## src/hw/rtl/amcp_pkg.sv

```systemverilog
// Package for the ASCII motion command parser.
// Holds character codes, direction and status codes, and shared word types.
// No dependencies.
package amcp_pkg;

	localparam int BYTE_W  = 8;
	localparam int DIR_W   = 3;
	localparam int SPEED_W = 8;

	localparam logic [BYTE_W-1:0] CH_COMMA = 8'h2C;
	localparam logic [BYTE_W-1:0] CH_F     = 8'h46;
	localparam logic [BYTE_W-1:0] CH_B     = 8'h42;
	localparam logic [BYTE_W-1:0] CH_L     = 8'h4C;
	localparam logic [BYTE_W-1:0] CH_R     = 8'h52;
	localparam logic [BYTE_W-1:0] CH_S     = 8'h53;
	localparam logic [BYTE_W-1:0] CH_0     = 8'h30;
	localparam logic [BYTE_W-1:0] CH_9     = 8'h39;
	localparam logic [BYTE_W-1:0] CH_CR    = 8'h0D;
	localparam logic [BYTE_W-1:0] CH_LF    = 8'h0A;
	localparam logic [BYTE_W-1:0] CH_NUL   = 8'h00;

	localparam logic [SPEED_W-1:0] MAX_SPEED_RST = 8'd100;

	localparam logic [DIR_W-1:0] DIR_FWD   = 3'd0;
	localparam logic [DIR_W-1:0] DIR_BACK  = 3'd1;
	localparam logic [DIR_W-1:0] DIR_LEFT  = 3'd2;
	localparam logic [DIR_W-1:0] DIR_RIGHT = 3'd3;
	localparam logic [DIR_W-1:0] DIR_STOP  = 3'd4;

	localparam logic STATUS_OK     = 1'b0;
	localparam logic STATUS_REJECT = 1'b1;

	// one received word
	typedef struct packed {
		logic [BYTE_W-1:0] rx_byte;
		logic              line_error;
	} amcp_item_t;

	// one parsed command word
	typedef struct packed {
		logic [DIR_W-1:0]   direction;
		logic [SPEED_W-1:0] speed;
		logic               status;
	} amcp_result_t;

endpackage

```

## src/hw/rtl/amcp_if.sv

```systemverilog
// Valid/ready channel interfaces for the motion command parser.
// Depends on amcp_pkg for field widths.
interface amcp_rx_if;
	logic                        valid;
	logic                        ready;
	logic [amcp_pkg::BYTE_W-1:0] rx_byte;
	logic                        line_error;

	modport source (output valid, output rx_byte, output line_error, input ready);
	modport sink   (input valid, input rx_byte, input line_error, output ready);
endinterface

interface amcp_cmd_if;
	logic                         valid;
	logic                         ready;
	logic [amcp_pkg::DIR_W-1:0]   direction;
	logic [amcp_pkg::SPEED_W-1:0] speed;
	logic                         status;

	modport source (output valid, output direction, output speed, output status, input ready);
	modport sink   (input valid, input direction, input speed, input status, output ready);
endinterface

interface amcp_cfg_if;
	logic                         valid;
	logic                         ready;
	logic [amcp_pkg::SPEED_W-1:0] max_speed;

	modport source (output valid, output max_speed, input ready);
	modport sink   (input valid, input max_speed, output ready);
endinterface

```

## src/hw/rtl/amcp_parse.sv

```systemverilog
// Line assembly and on-the-fly command parse state for one received word.
// Depends on amcp_pkg.
module amcp_parse #(
	parameter int LINE_BYTES = 16
) (
	input  logic                          clk,
	input  logic                          arst_n,
	input  logic                          step_en,
	input  amcp_pkg::amcp_item_t          item,
	input  logic [amcp_pkg::SPEED_W-1:0]  max_speed,
	output logic                          res_valid,
	output amcp_pkg::amcp_result_t        res
);
	import amcp_pkg::*;

	localparam int CW = $clog2(LINE_BYTES);
	localparam logic [CW-1:0] LAST_POS = CW'(LINE_BYTES - 1);

	logic [CW-1:0]      line_count_q, line_count_d;
	logic               discarding_q, discarding_d;
	logic [DIR_W-1:0]   dir_code_q, dir_code_d;
	logic [SPEED_W-1:0] speed_accum_q, speed_accum_d;
	logic               digit_seen_q, digit_seen_d;
	logic               line_bad_q, line_bad_d;
	logic               text_ended_q, text_ended_d;

	logic [BYTE_W-1:0] b;
	logic [11:0]       next_speed;
	logic              cmd_ok;

	assign b = item.rx_byte;
	// accum*10 + digit
	assign next_speed = {1'b0, speed_accum_q, 3'b000} + {3'b000, speed_accum_q, 1'b0}
		+ {8'd0, b[3:0]};

	always_comb begin
		line_count_d  = line_count_q;
		discarding_d  = discarding_q;
		dir_code_d    = dir_code_q;
		speed_accum_d = speed_accum_q;
		digit_seen_d  = digit_seen_q;
		line_bad_d    = line_bad_q;
		text_ended_d  = text_ended_q;
		res_valid     = 1'b0;
		cmd_ok        = !line_bad_q && digit_seen_q &&
			!(dir_code_q == DIR_STOP && speed_accum_q != '0);
		res.direction = cmd_ok ? dir_code_q : '0;
		res.speed     = cmd_ok ? speed_accum_q : '0;
		res.status    = cmd_ok ? STATUS_OK : STATUS_REJECT;

		if (item.line_error || b == CH_LF) begin
			res_valid     = !item.line_error && line_count_q != '0 && !discarding_q;
			line_count_d  = '0;
			discarding_d  = 1'b0;
			dir_code_d    = '0;
			speed_accum_d = '0;
			digit_seen_d  = 1'b0;
			line_bad_d    = 1'b0;
			text_ended_d  = 1'b0;
		end else if (b != CH_CR && !discarding_q) begin
			if (line_count_q < LAST_POS) begin
				line_count_d = line_count_q + 1'b1;
				if (!line_bad_q && !text_ended_q) begin
					if (line_count_q == '0) begin
						case (b)
							CH_F:    dir_code_d = DIR_FWD;
							CH_B:    dir_code_d = DIR_BACK;
							CH_L:    dir_code_d = DIR_LEFT;
							CH_R:    dir_code_d = DIR_RIGHT;
							CH_S:    dir_code_d = DIR_STOP;
							default: line_bad_d = 1'b1;
						endcase
					end else if (line_count_q == CW'(1)) begin
						if (b != CH_COMMA) line_bad_d = 1'b1;
					end else if (b == CH_NUL) begin
						text_ended_d = 1'b1;
					end else if (b < CH_0 || b > CH_9) begin
						line_bad_d = 1'b1;
					end else if (next_speed > {4'd0, max_speed}) begin
						line_bad_d = 1'b1;
					end else begin
						speed_accum_d = next_speed[SPEED_W-1:0];
						digit_seen_d  = 1'b1;
					end
				end
			end else begin
				// overflow: drop the line until newline
				line_count_d  = '0;
				discarding_d  = 1'b1;
				dir_code_d    = '0;
				speed_accum_d = '0;
				digit_seen_d  = 1'b0;
				line_bad_d    = 1'b0;
				text_ended_d  = 1'b0;
			end
		end
	end

	always_ff @(posedge clk or negedge arst_n) begin
		if (!arst_n) begin
			line_count_q  <= '0;
			discarding_q  <= 1'b0;
			dir_code_q    <= '0;
			speed_accum_q <= '0;
			digit_seen_q  <= 1'b0;
			line_bad_q    <= 1'b0;
			text_ended_q  <= 1'b0;
		end else if (step_en) begin
			line_count_q  <= line_count_d;
			discarding_q  <= discarding_d;
			dir_code_q    <= dir_code_d;
			speed_accum_q <= speed_accum_d;
			digit_seen_q  <= digit_seen_d;
			line_bad_q    <= line_bad_d;
			text_ended_q  <= text_ended_d;
		end
	end

endmodule

```

## src/hw/rtl/ascii_motion_command_parser_core.sv

```systemverilog
// ASCII motion command parser, top level.
// An accepted word enters the input register, its command word then the result register.
// Throughput: one received word per cycle while cmd is not stalled; the input and result
//   registers are parted, so a waiting command stalls intake only once the input slot fills.
// Reset: arst_n clears line and parse state, empties both registers, max_speed = 100.
// Depends on amcp_pkg, amcp_if.sv and amcp_parse.
module ascii_motion_command_parser_core #(
	parameter int LINE_BYTES = 16
) (
	input  logic        clk,
	input  logic        arst_n,
	amcp_rx_if.sink     rx,
	amcp_cmd_if.source  cmd,
	amcp_cfg_if.sink    cfg
);
	import amcp_pkg::*;

	// input stage
	logic         valid_s1;
	amcp_item_t   item_s1;

	// result stage
	logic         out_valid_q;
	amcp_result_t result_q;

	logic [SPEED_W-1:0] max_speed_q;

	logic         advance;   // result register can take a new value
	logic         step_en;   // stage-1 word is processed this cycle
	logic         res_valid;
	amcp_result_t res;

	assign advance  = !out_valid_q || cmd.ready;
	assign step_en  = valid_s1 && advance;
	assign rx.ready = !valid_s1 || advance;
	assign cfg.ready = 1'b1;

	// register the incoming word
	always_ff @(posedge clk or negedge arst_n) begin
		if (!arst_n) begin
			valid_s1 <= 1'b0;
		end else if (rx.ready) begin
			valid_s1 <= rx.valid;
		end
	end

	always_ff @(posedge clk) begin
		if (rx.ready && rx.valid) begin
			item_s1.rx_byte    <= rx.rx_byte;
			item_s1.line_error <= rx.line_error;
		end
	end

	// speed limit register
	always_ff @(posedge clk or negedge arst_n) begin
		if (!arst_n) begin
			max_speed_q <= MAX_SPEED_RST;
		end else if (cfg.valid) begin
			max_speed_q <= cfg.max_speed;
		end
	end

	// line state and parse step
	amcp_parse #(
		.LINE_BYTES (LINE_BYTES)
	) u_parse (
		.clk       (clk),
		.arst_n    (arst_n),
		.step_en   (step_en),
		.item      (item_s1),
		.max_speed (max_speed_q),
		.res_valid (res_valid),
		.res       (res)
	);

	// result register; only a newline closing a live line produces a word
	always_ff @(posedge clk or negedge arst_n) begin
		if (!arst_n) begin
			out_valid_q <= 1'b0;
		end else if (advance) begin
			out_valid_q <= step_en && res_valid;
		end
	end

	always_ff @(posedge clk) begin
		if (step_en && res_valid) begin
			result_q <= res;
		end
	end

	assign cmd.valid     = out_valid_q;
	assign cmd.direction = result_q.direction;
	assign cmd.speed     = result_q.speed;
	assign cmd.status    = result_q.status;

endmodule
```

## src/flat_wrapper.sv

```systemverilog
// flat-port wrapper written by rule: the top's interface ports become plain ports
module ascii_motion_command_parser_core_flat import amcp_pkg::*;
#(
	parameter int LINE_BYTES = 16
)
  (clk, arst_n, rx_valid, rx_rx_byte, rx_line_error, rx_ready, cmd_valid, cmd_direction, cmd_speed, cmd_status, cmd_ready, cfg_valid, cfg_max_speed, cfg_ready);
  amcp_rx_if rx_i ();
  amcp_cmd_if cmd_i ();
  amcp_cfg_if cfg_i ();
  input  logic clk;
  input  logic arst_n;
  input wire logic [$bits(rx_i.valid)-1:0] rx_valid;
  input wire logic [$bits(rx_i.rx_byte)-1:0] rx_rx_byte;
  input wire logic [$bits(rx_i.line_error)-1:0] rx_line_error;
  output wire logic [$bits(rx_i.ready)-1:0] rx_ready;
  output wire logic [$bits(cmd_i.valid)-1:0] cmd_valid;
  output wire logic [$bits(cmd_i.direction)-1:0] cmd_direction;
  output wire logic [$bits(cmd_i.speed)-1:0] cmd_speed;
  output wire logic [$bits(cmd_i.status)-1:0] cmd_status;
  input wire logic [$bits(cmd_i.ready)-1:0] cmd_ready;
  input wire logic [$bits(cfg_i.valid)-1:0] cfg_valid;
  input wire logic [$bits(cfg_i.max_speed)-1:0] cfg_max_speed;
  output wire logic [$bits(cfg_i.ready)-1:0] cfg_ready;
  assign rx_i.valid = rx_valid;
  assign rx_i.rx_byte = rx_rx_byte;
  assign rx_i.line_error = rx_line_error;
  assign rx_ready = rx_i.ready;
  assign cmd_valid = cmd_i.valid;
  assign cmd_direction = cmd_i.direction;
  assign cmd_speed = cmd_i.speed;
  assign cmd_status = cmd_i.status;
  assign cmd_i.ready = cmd_ready;
  assign cfg_i.valid = cfg_valid;
  assign cfg_i.max_speed = cfg_max_speed;
  assign cfg_ready = cfg_i.ready;
  ascii_motion_command_parser_core #(.LINE_BYTES(LINE_BYTES)) u_core (.clk(clk), .arst_n(arst_n), .rx(rx_i), .cmd(cmd_i), .cfg(cfg_i));
endmodule
```

## config.mk

```make
export PLATFORM = sky130hd
export DESIGN_NAME = ascii_motion_command_parser_core_flat
export DESIGN_NICKNAME = d
export VERILOG_FILES = /design/src/hw/rtl/amcp_pkg.sv /design/src/hw/rtl/amcp_if.sv /design/src/hw/rtl/amcp_parse.sv /design/src/hw/rtl/ascii_motion_command_parser_core.sv /design/src/flat_wrapper.sv
export SDC_FILE = /design/constraint.sdc
export NUM_CORES = 1
export LEC_CHECK = 0
export BUFFER_PORTS_ARGS = -buffer_cell sky130_fd_sc_hd__buf_2
export CAP_MARGIN = 5
export CORE_UTILIZATION = 48
export CTS_CLUSTER_DIAMETER = 200
export DETAILED_ROUTE_END_ITERATION = 12
export GPL_TIMING_DRIVEN = 0
export PLACE_DENSITY = 0.76
export SLEW_MARGIN = 20
export SYNTH_ARGS = -nofsm -noshare
export SYNTH_HDL_FRONTEND = slang
export SYNTH_HIERARCHICAL = 1
export SYNTH_SLANG_ARGS = --single-unit
```

## constraint.sdc

```tcl
create_clock -name clk -period 7.2 [get_ports clk]
set_input_delay 0.72 -clock clk [delete_from_list [all_inputs] [get_ports clk]]
set_output_delay 0.72 -clock clk [all_outputs]
set_load 0.01 [all_outputs]
```

=== Yosys cells after proc, flatten, opt, wreduce, memory -nomap -nowiden ===
Index checks and enable logic that the tools add are counted.

* Register bits after elaboration: 50
* Bits of input ports: 22
* Output and inout port bits: 15
* Logic and storage cells: 129

* Add/sub/neg operators: 3
* Magnitude comparators: 4
* Eq/ne operators: 24
* Mux-type cells: 50
* Reduce and logical (&&, ||, !) cells: 33

{| class="wikitable"
|+ Operators by type and width
! operator !! count
|-
| $mux 8 || 9
|-
| $eq 8x7->1 const B || 5
|-
| $mux 1 || 32
|-
| $mux 3 || 5
|-
| $ne 3x3->1 const B || 5
|-
| $pmux 3 s5 || 1
|-
| $add 11x9->12 || 1
|-
| $add 12x4->12 || 1
|-
| $gt 12x8->1 || 1
|-
| $mux 4 || 3
|-
| $logic_and 1x1->1 || 10
|-
| $ne 3x2->1 const B || 3
|-
| $eq 8x4->1 const B || 1
|-
| $gt 8x6->1 const B || 1
|-
| $logic_not 8->1 || 1
|-
| $lt 8x6->1 const B || 1
|-
| $ne 8x4->1 const B || 1
|-
| $ne 8x6->1 const B || 1
|-
| $reduce_and 8->1 || 1
|-
| $reduce_bool 8->1 || 1
|-
| $logic_not 1->1 || 7
|-
| $ne 7x2->1 const B || 1
|-
| $reduce_and 7->1 || 1
|-
| $ne 6x2->1 const B || 1
|-
| other kinds (17) || 20
|}

=== Longest topological paths before layout ===
* Depth after elaboration: 12
* Depth in mapped cells: 16
* Depth with buffers taken out: 15

=== Cells and area by module ===
The synthesis kept the hierarchy.

{| class="wikitable"
|+ Modules (own cells, without submodules)
! module !! times used !! cells an instance !! area an instance (sq um)
|-
| amcp_parse || 1 || 230 || 1933.1
|-
| ascii_motion_command_parser_core || 1 || 50 || 1073.5
|}

=== Worst setup path before layout ===
Ideal clock, no wire load.

* Kind: flip-flop to flip-flop
* From: register u_core/item_s1[4] in the netlist's numbering
* To: register u_core.u_parse.speed_accum_q[0]
* Library setup time: 0.079 ns
* Data arrival time: 3.804 ns
* Slack: 3.316 ns
* Cell stages (with the launch flop): 17
* Clock period less this slack: 3.884 ns
* Path through: edfxtp_1 inv_1 fa_1 inv_1 ha_1 a211oi_1 o21bai_1 a21oi_1 xnor2_1 ha_1 nand4_1 nand2b_1 a21oi_1 or4b_2 nor4_2 buf_6 mux2i_1

* Word-level cells in the longest chain between the ends: 4
* Elaborated cells between the ends (all ways): 19

{| class="wikitable"
|+ Ends and longest elaborated chain
! element !! RTL line !! RTL
|-
| start, declared || ascii_motion_command_parser_core.sv:20 || <nowiki>amcp_item_t item_s1;</nowiki>
|-
| $add 12x4->12, or another cell as far along || amcp_parse.sv:34 || <nowiki>+ {8'd0, b[3:0]};</nowiki>
|-
| $gt 12x8->1, or another cell as far along || amcp_parse.sv:79 || <nowiki>end else if (next_speed > {4'd0, max_speed}) begin</nowiki>
|-
| $ne 3x3->1 (no source line), or another cell as far along || n/a ||
|-
| $reduce_and 8->1 (no source line) || n/a ||
|-
| end signal, assigned || amcp_parse.sv:112 || <nowiki>speed_accum_q <= speed_accum_d;</nowiki>
|-
| end, declared || amcp_parse.sv:22 || <nowiki>logic [SPEED_W-1:0] speed_accum_q, speed_accum_d;</nowiki>
|}

Parallel ways exist; a longest one is shown, timed or not.
A chain may end at the register's enable or synchronous reset.

=== Worst setup path after layout ===
* From: register u_core/item_s1[4] in the netlist's numbering
* To: register u_core.u_parse.speed_accum_q[3]

* Word-level cells in the longest chain between the ends: 10
* Elaborated cells between the ends (all ways): 27

{| class="wikitable"
|+ Ends and longest elaborated chain
! element
|-
| branches (longest 10 deep; another with $add 12x4->12)
|}

Several ways; the timed one is not identified. The select of a mux whose other input is x is not followed.

==> reports/qor.yml <==
detailed_routing:
  vias: 2171
  routedWlPerCell_um: 13.9
  first_pass_iters: 4
  drc: 0
  drt-vias-per-instance: 5.47
  wl_met3_um: 212
  drtAntennaViolNets: 0
  wirelength_um: 5520
  drt_iter0_markers: 131
  met1_length_um: 2570
  routed.top_layer: "met4"
  dr_wl_met2_um: 2680
logic_synthesis:
  yosysWarnings: 6
  async_flop_share: 0.580
  netlist_instances: 280
  ys_types: 54
  synth_edf_count: 21
  yosysMostFrequentCell: "nand2_1"
  ys_top_cells_by_area: "dfrtp_1 (22%), edfxtp_1 (21%), ha_1 (11%), mux2_4 (4.0%), nand2_1 (4.0%)"
  yosys_register_bits: 50
  yosysSeqAreaShare: 0.452
  synthFlopType: "dfrtp_1"
  syn_avg_cell_area_um2: 10.7
  syn_area_mm2: 0.00301
  synth_top_area_cell: "dfrtp_1"
  syn-num-nets: 330
  yosys.area.top_type_share: 0.216
  synthTopCellsByCount: "nand2_1 (32), dfrtp_1 (26), ha_1 (26)"
global_routing:
  grt_max_degree: 30
  gr-usage-all-layers: 0.186
  overflow: 0
  antenna_found_initial: 0
  grt_pass1_vias: 2021
  grt_pass1_wl_um: 9270
timing:
  finalSetupViolCount: 0
  worstMarginPinSlew_ns: 0.633
  rsz0062_at_grt: "false"
  period_minus_slack_ns: 4.38
  hold_viol_final: 0
  slew_headroom: 0.578
  tns_ns: 0
  slew_violations: 0
  fmax_mhz: 228
  finClkSkew_ns: 0.00988
  timing.final.crit_share: 0.609
floorplanning:
  dieArea_mm2: 0.00658
  num_io_pins: 37
  die_x_um: 81.1
  rows: 28
  start_util: 0.502
  die_h_um: 81.1
  coreArea_mm2: 0.00599
clock_tree:
  postCtsHoldBufs: 0
  cts_setup_buffers: 0
  cts_tree: "done"
  clk_pin_slew_ns: 0.09
  cts_root_buf: "clkbuf_8"
  cts_buffers: 5
  h-tree-depth: 2
  cts_resized: 0
  clock_latency_ns: 0.30
  clk_path_buf_depth: 2
  clock-sinks: 50
run_status:
  status: "finished, final reports clean"
power_and_ir_drop:
  comb_power_share: 0.138
  worst_ir_drop_vdd_mv: 0.116
  p_per_area_mw_per_mm2: 168
  seq_power_share: 0.581
  p_sw_frac: 0.266
  internal-power_uw: 415
  p_switching_uw: 150
  clkPwrFrac: 0.281
  power.leakage_nw: 1.49
placed_design:
  dp_hpwl_um: 4310
  gp_congestion: 0.867
  port_buffers: 34
critical_path:
  required_ns: 7.41
  r2r_end: "u_core/u_parse/speed_accum_q[3]"
  r2r_slack_ns: 2.82
  reg2reg_depth: 16
  startpoint_type: "register"
  critical_path_class: "register to register"
  rr_startpoint: "u_core/item_s1[4]"
  critPathMaxFanout: 9
  cp-end-kind: "register"
  cp.arrival_ns: 4.60
finish:
  area_growth_pct: 12.1
  antenna_cells: 0
  fin_util: 0.562
  fillCellCount: 504
  final_layout_size_suffix_gt1_frac: 0.211
  final-seq-area_mm2: 0.00136
  multi_input_area_mm2: 0.00154
  nNetsFinal: 371
min_path:
  hp-class: "input pin to async pin"
flow_run:
  cap_violations: 0
[cells by family (layout without fill, tap and decap cells)]
logic type / Yosys count / after routing / share of synthesized area
simple gates: 98 / 98 / 0.178
compound gates: 56 / 56 / 0.129
flops: 50 / 50 / 0.452
fa+ha+maj: 28 / 28 / 0.122
buf+inv: 27 / 69 / 0.0399
mux: 16 / 16 / 0.0670
xor+xnor: 4 / 4 / 0.0117
other cells: 1 / 1 / 0.00125
[registers in the layout (all words and copies together), names as in the netlist]
| signal | cells |
|---|---|
| u_core/u_parse/discarding_q | 1 |
| u_core/u_parse/speed_accum_q | 8 |
| u_core/cmd.valid | 1 |
| u_core/max_speed_q | 8 |
| u_core/u_parse/digit_seen_q | 1 |
| u_core/cmd.status | 1 |
| u_core/u_parse/line_bad_q | 1 |
| u_core/cmd.direction | 3 |
| u_core/u_parse/dir_code_q | 3 |
| u_core/item_s1 | 9 |
| u_core/valid_s1 | 1 |
| u_core/u_parse/text_ended_q | 1 |
| u_core/u_parse/line_count_q | 4 |
| u_core/cmd.speed | 8 |
[through the flow]
| step | power (mW) | setup WS [ns] | hold slack [ns] | instances | area, um^2 |
|---|---|---|---|---|---|
| final | 0.565 | 2.82 | 0.433 | 397 | 3370 |
| after global routing | 0.594 | 2.56 | 0.478 | 397 | 3370 |
| after CTS | 0.569 | 2.83 | 0.452 | 397 | 3360 |
| after detailed placement | 0.410 | 2.83 | 0.485 | 389 | 3270 |
| after global placement | 0.406 | 2.98 | 0.477 | 389 | 3270 |
| after floorplan | 0.385 | 3.32 | 0.424 | 280 | 3010 |
[worst max-delay path: stages (launching register included)]
cell	delay, ns
edfxtp_1	0.50
inv_1	0.11
fa_1	0.60
inv_1	0.06
ha_1	0.30
a211oi_1	0.24
o21bai_1	0.13
a21oi_1	0.19
xnor2_1	0.19
ha_1	0.31
a21oi_1	0.15
o21ai_0	0.09
o21ai_0	0.08
or4b_2	0.64
nor4_2	0.28
buf_6	0.20
mux2i_1	0.21
[final cells by class]
type | instances | share of cell area
flip-flops and latches | 50 | 0.404
repair buffers | 34 | 0.0505
multi-input cells | 203 | 0.456
clock inverters | 3 | 0.00631
well taps | 75 | 0.0278
inverters | 23 | 0.0256
clock buffers | 5 | 0.0204
plain buffers | 4 | 0.0100
[power by group through the flow]
stage               Combinational [mW]  Clock (mW)  Sequential (mW)
floorplan                       0.0558           0            0.329
global placement                0.0733           0            0.333
detailed placement              0.0767           0            0.333
CTS                             0.0772       0.164            0.327
global route                    0.0876       0.175            0.331
finish                          0.0777       0.159            0.328
[per-layer routing]
| layer | GRT usage | up-vias |
|---|---|---|
| met2 | 0.313 | 63 |
| met3 | 0.0303 | 6 |
| met4 | 0.0536 | 0 |
| li1 | - | 1095 |
| met1 | 0.245 | 1007 |
| met5 | 0 | - |
[placed cells by master (no fill, tap or decap), types with 3 or more instances in the layout]
cell,synthesis,routed
nand3_1,4,4
dfrtp_1,26,26
xnor2_1,4,4
and2_1,12,12
buf_2,0,34
o21a_1,3,3
o31ai_1,3,3
nor2b_1,7,6
mux2i_1,7,7
nor4_1,3,3
mux2_4,8,8
clkbuf_8,0,5
edfxtp_1,21,21
a21o_1,4,4
a21oi_1,12,12
ha_1,26,26
inv_1,23,23
nand4_1,6,6
nand2b_1,5,5
nor2_1,14,14
nor3_1,5,5
o21ai_0,14,14
nand2_1,32,32
dfstp_2,3,3
[worst max-delay path by stage]
stage	start	end	slack (ns)	depth (start not counted)
after floorplan	u_core/item_s1[4]	u_core/u_parse/speed_accum_q[0]	3.32	16
after global placement	u_core/item_s1[4]	u_core/u_parse/speed_accum_q[4]	2.98	16
after detailed placement	u_core/item_s1[4]	u_core/u_parse/speed_accum_q[3]	2.83	16
after CTS	u_core/item_s1[4]	u_core/u_parse/speed_accum_q[3]	2.83	16
after global routing	u_core/item_s1[4]	u_core/u_parse/speed_accum_q[3]	2.56	16
final	u_core/item_s1[4]	u_core/u_parse/speed_accum_q[3]	2.82	16
Power figures use the tool's default switching activity.
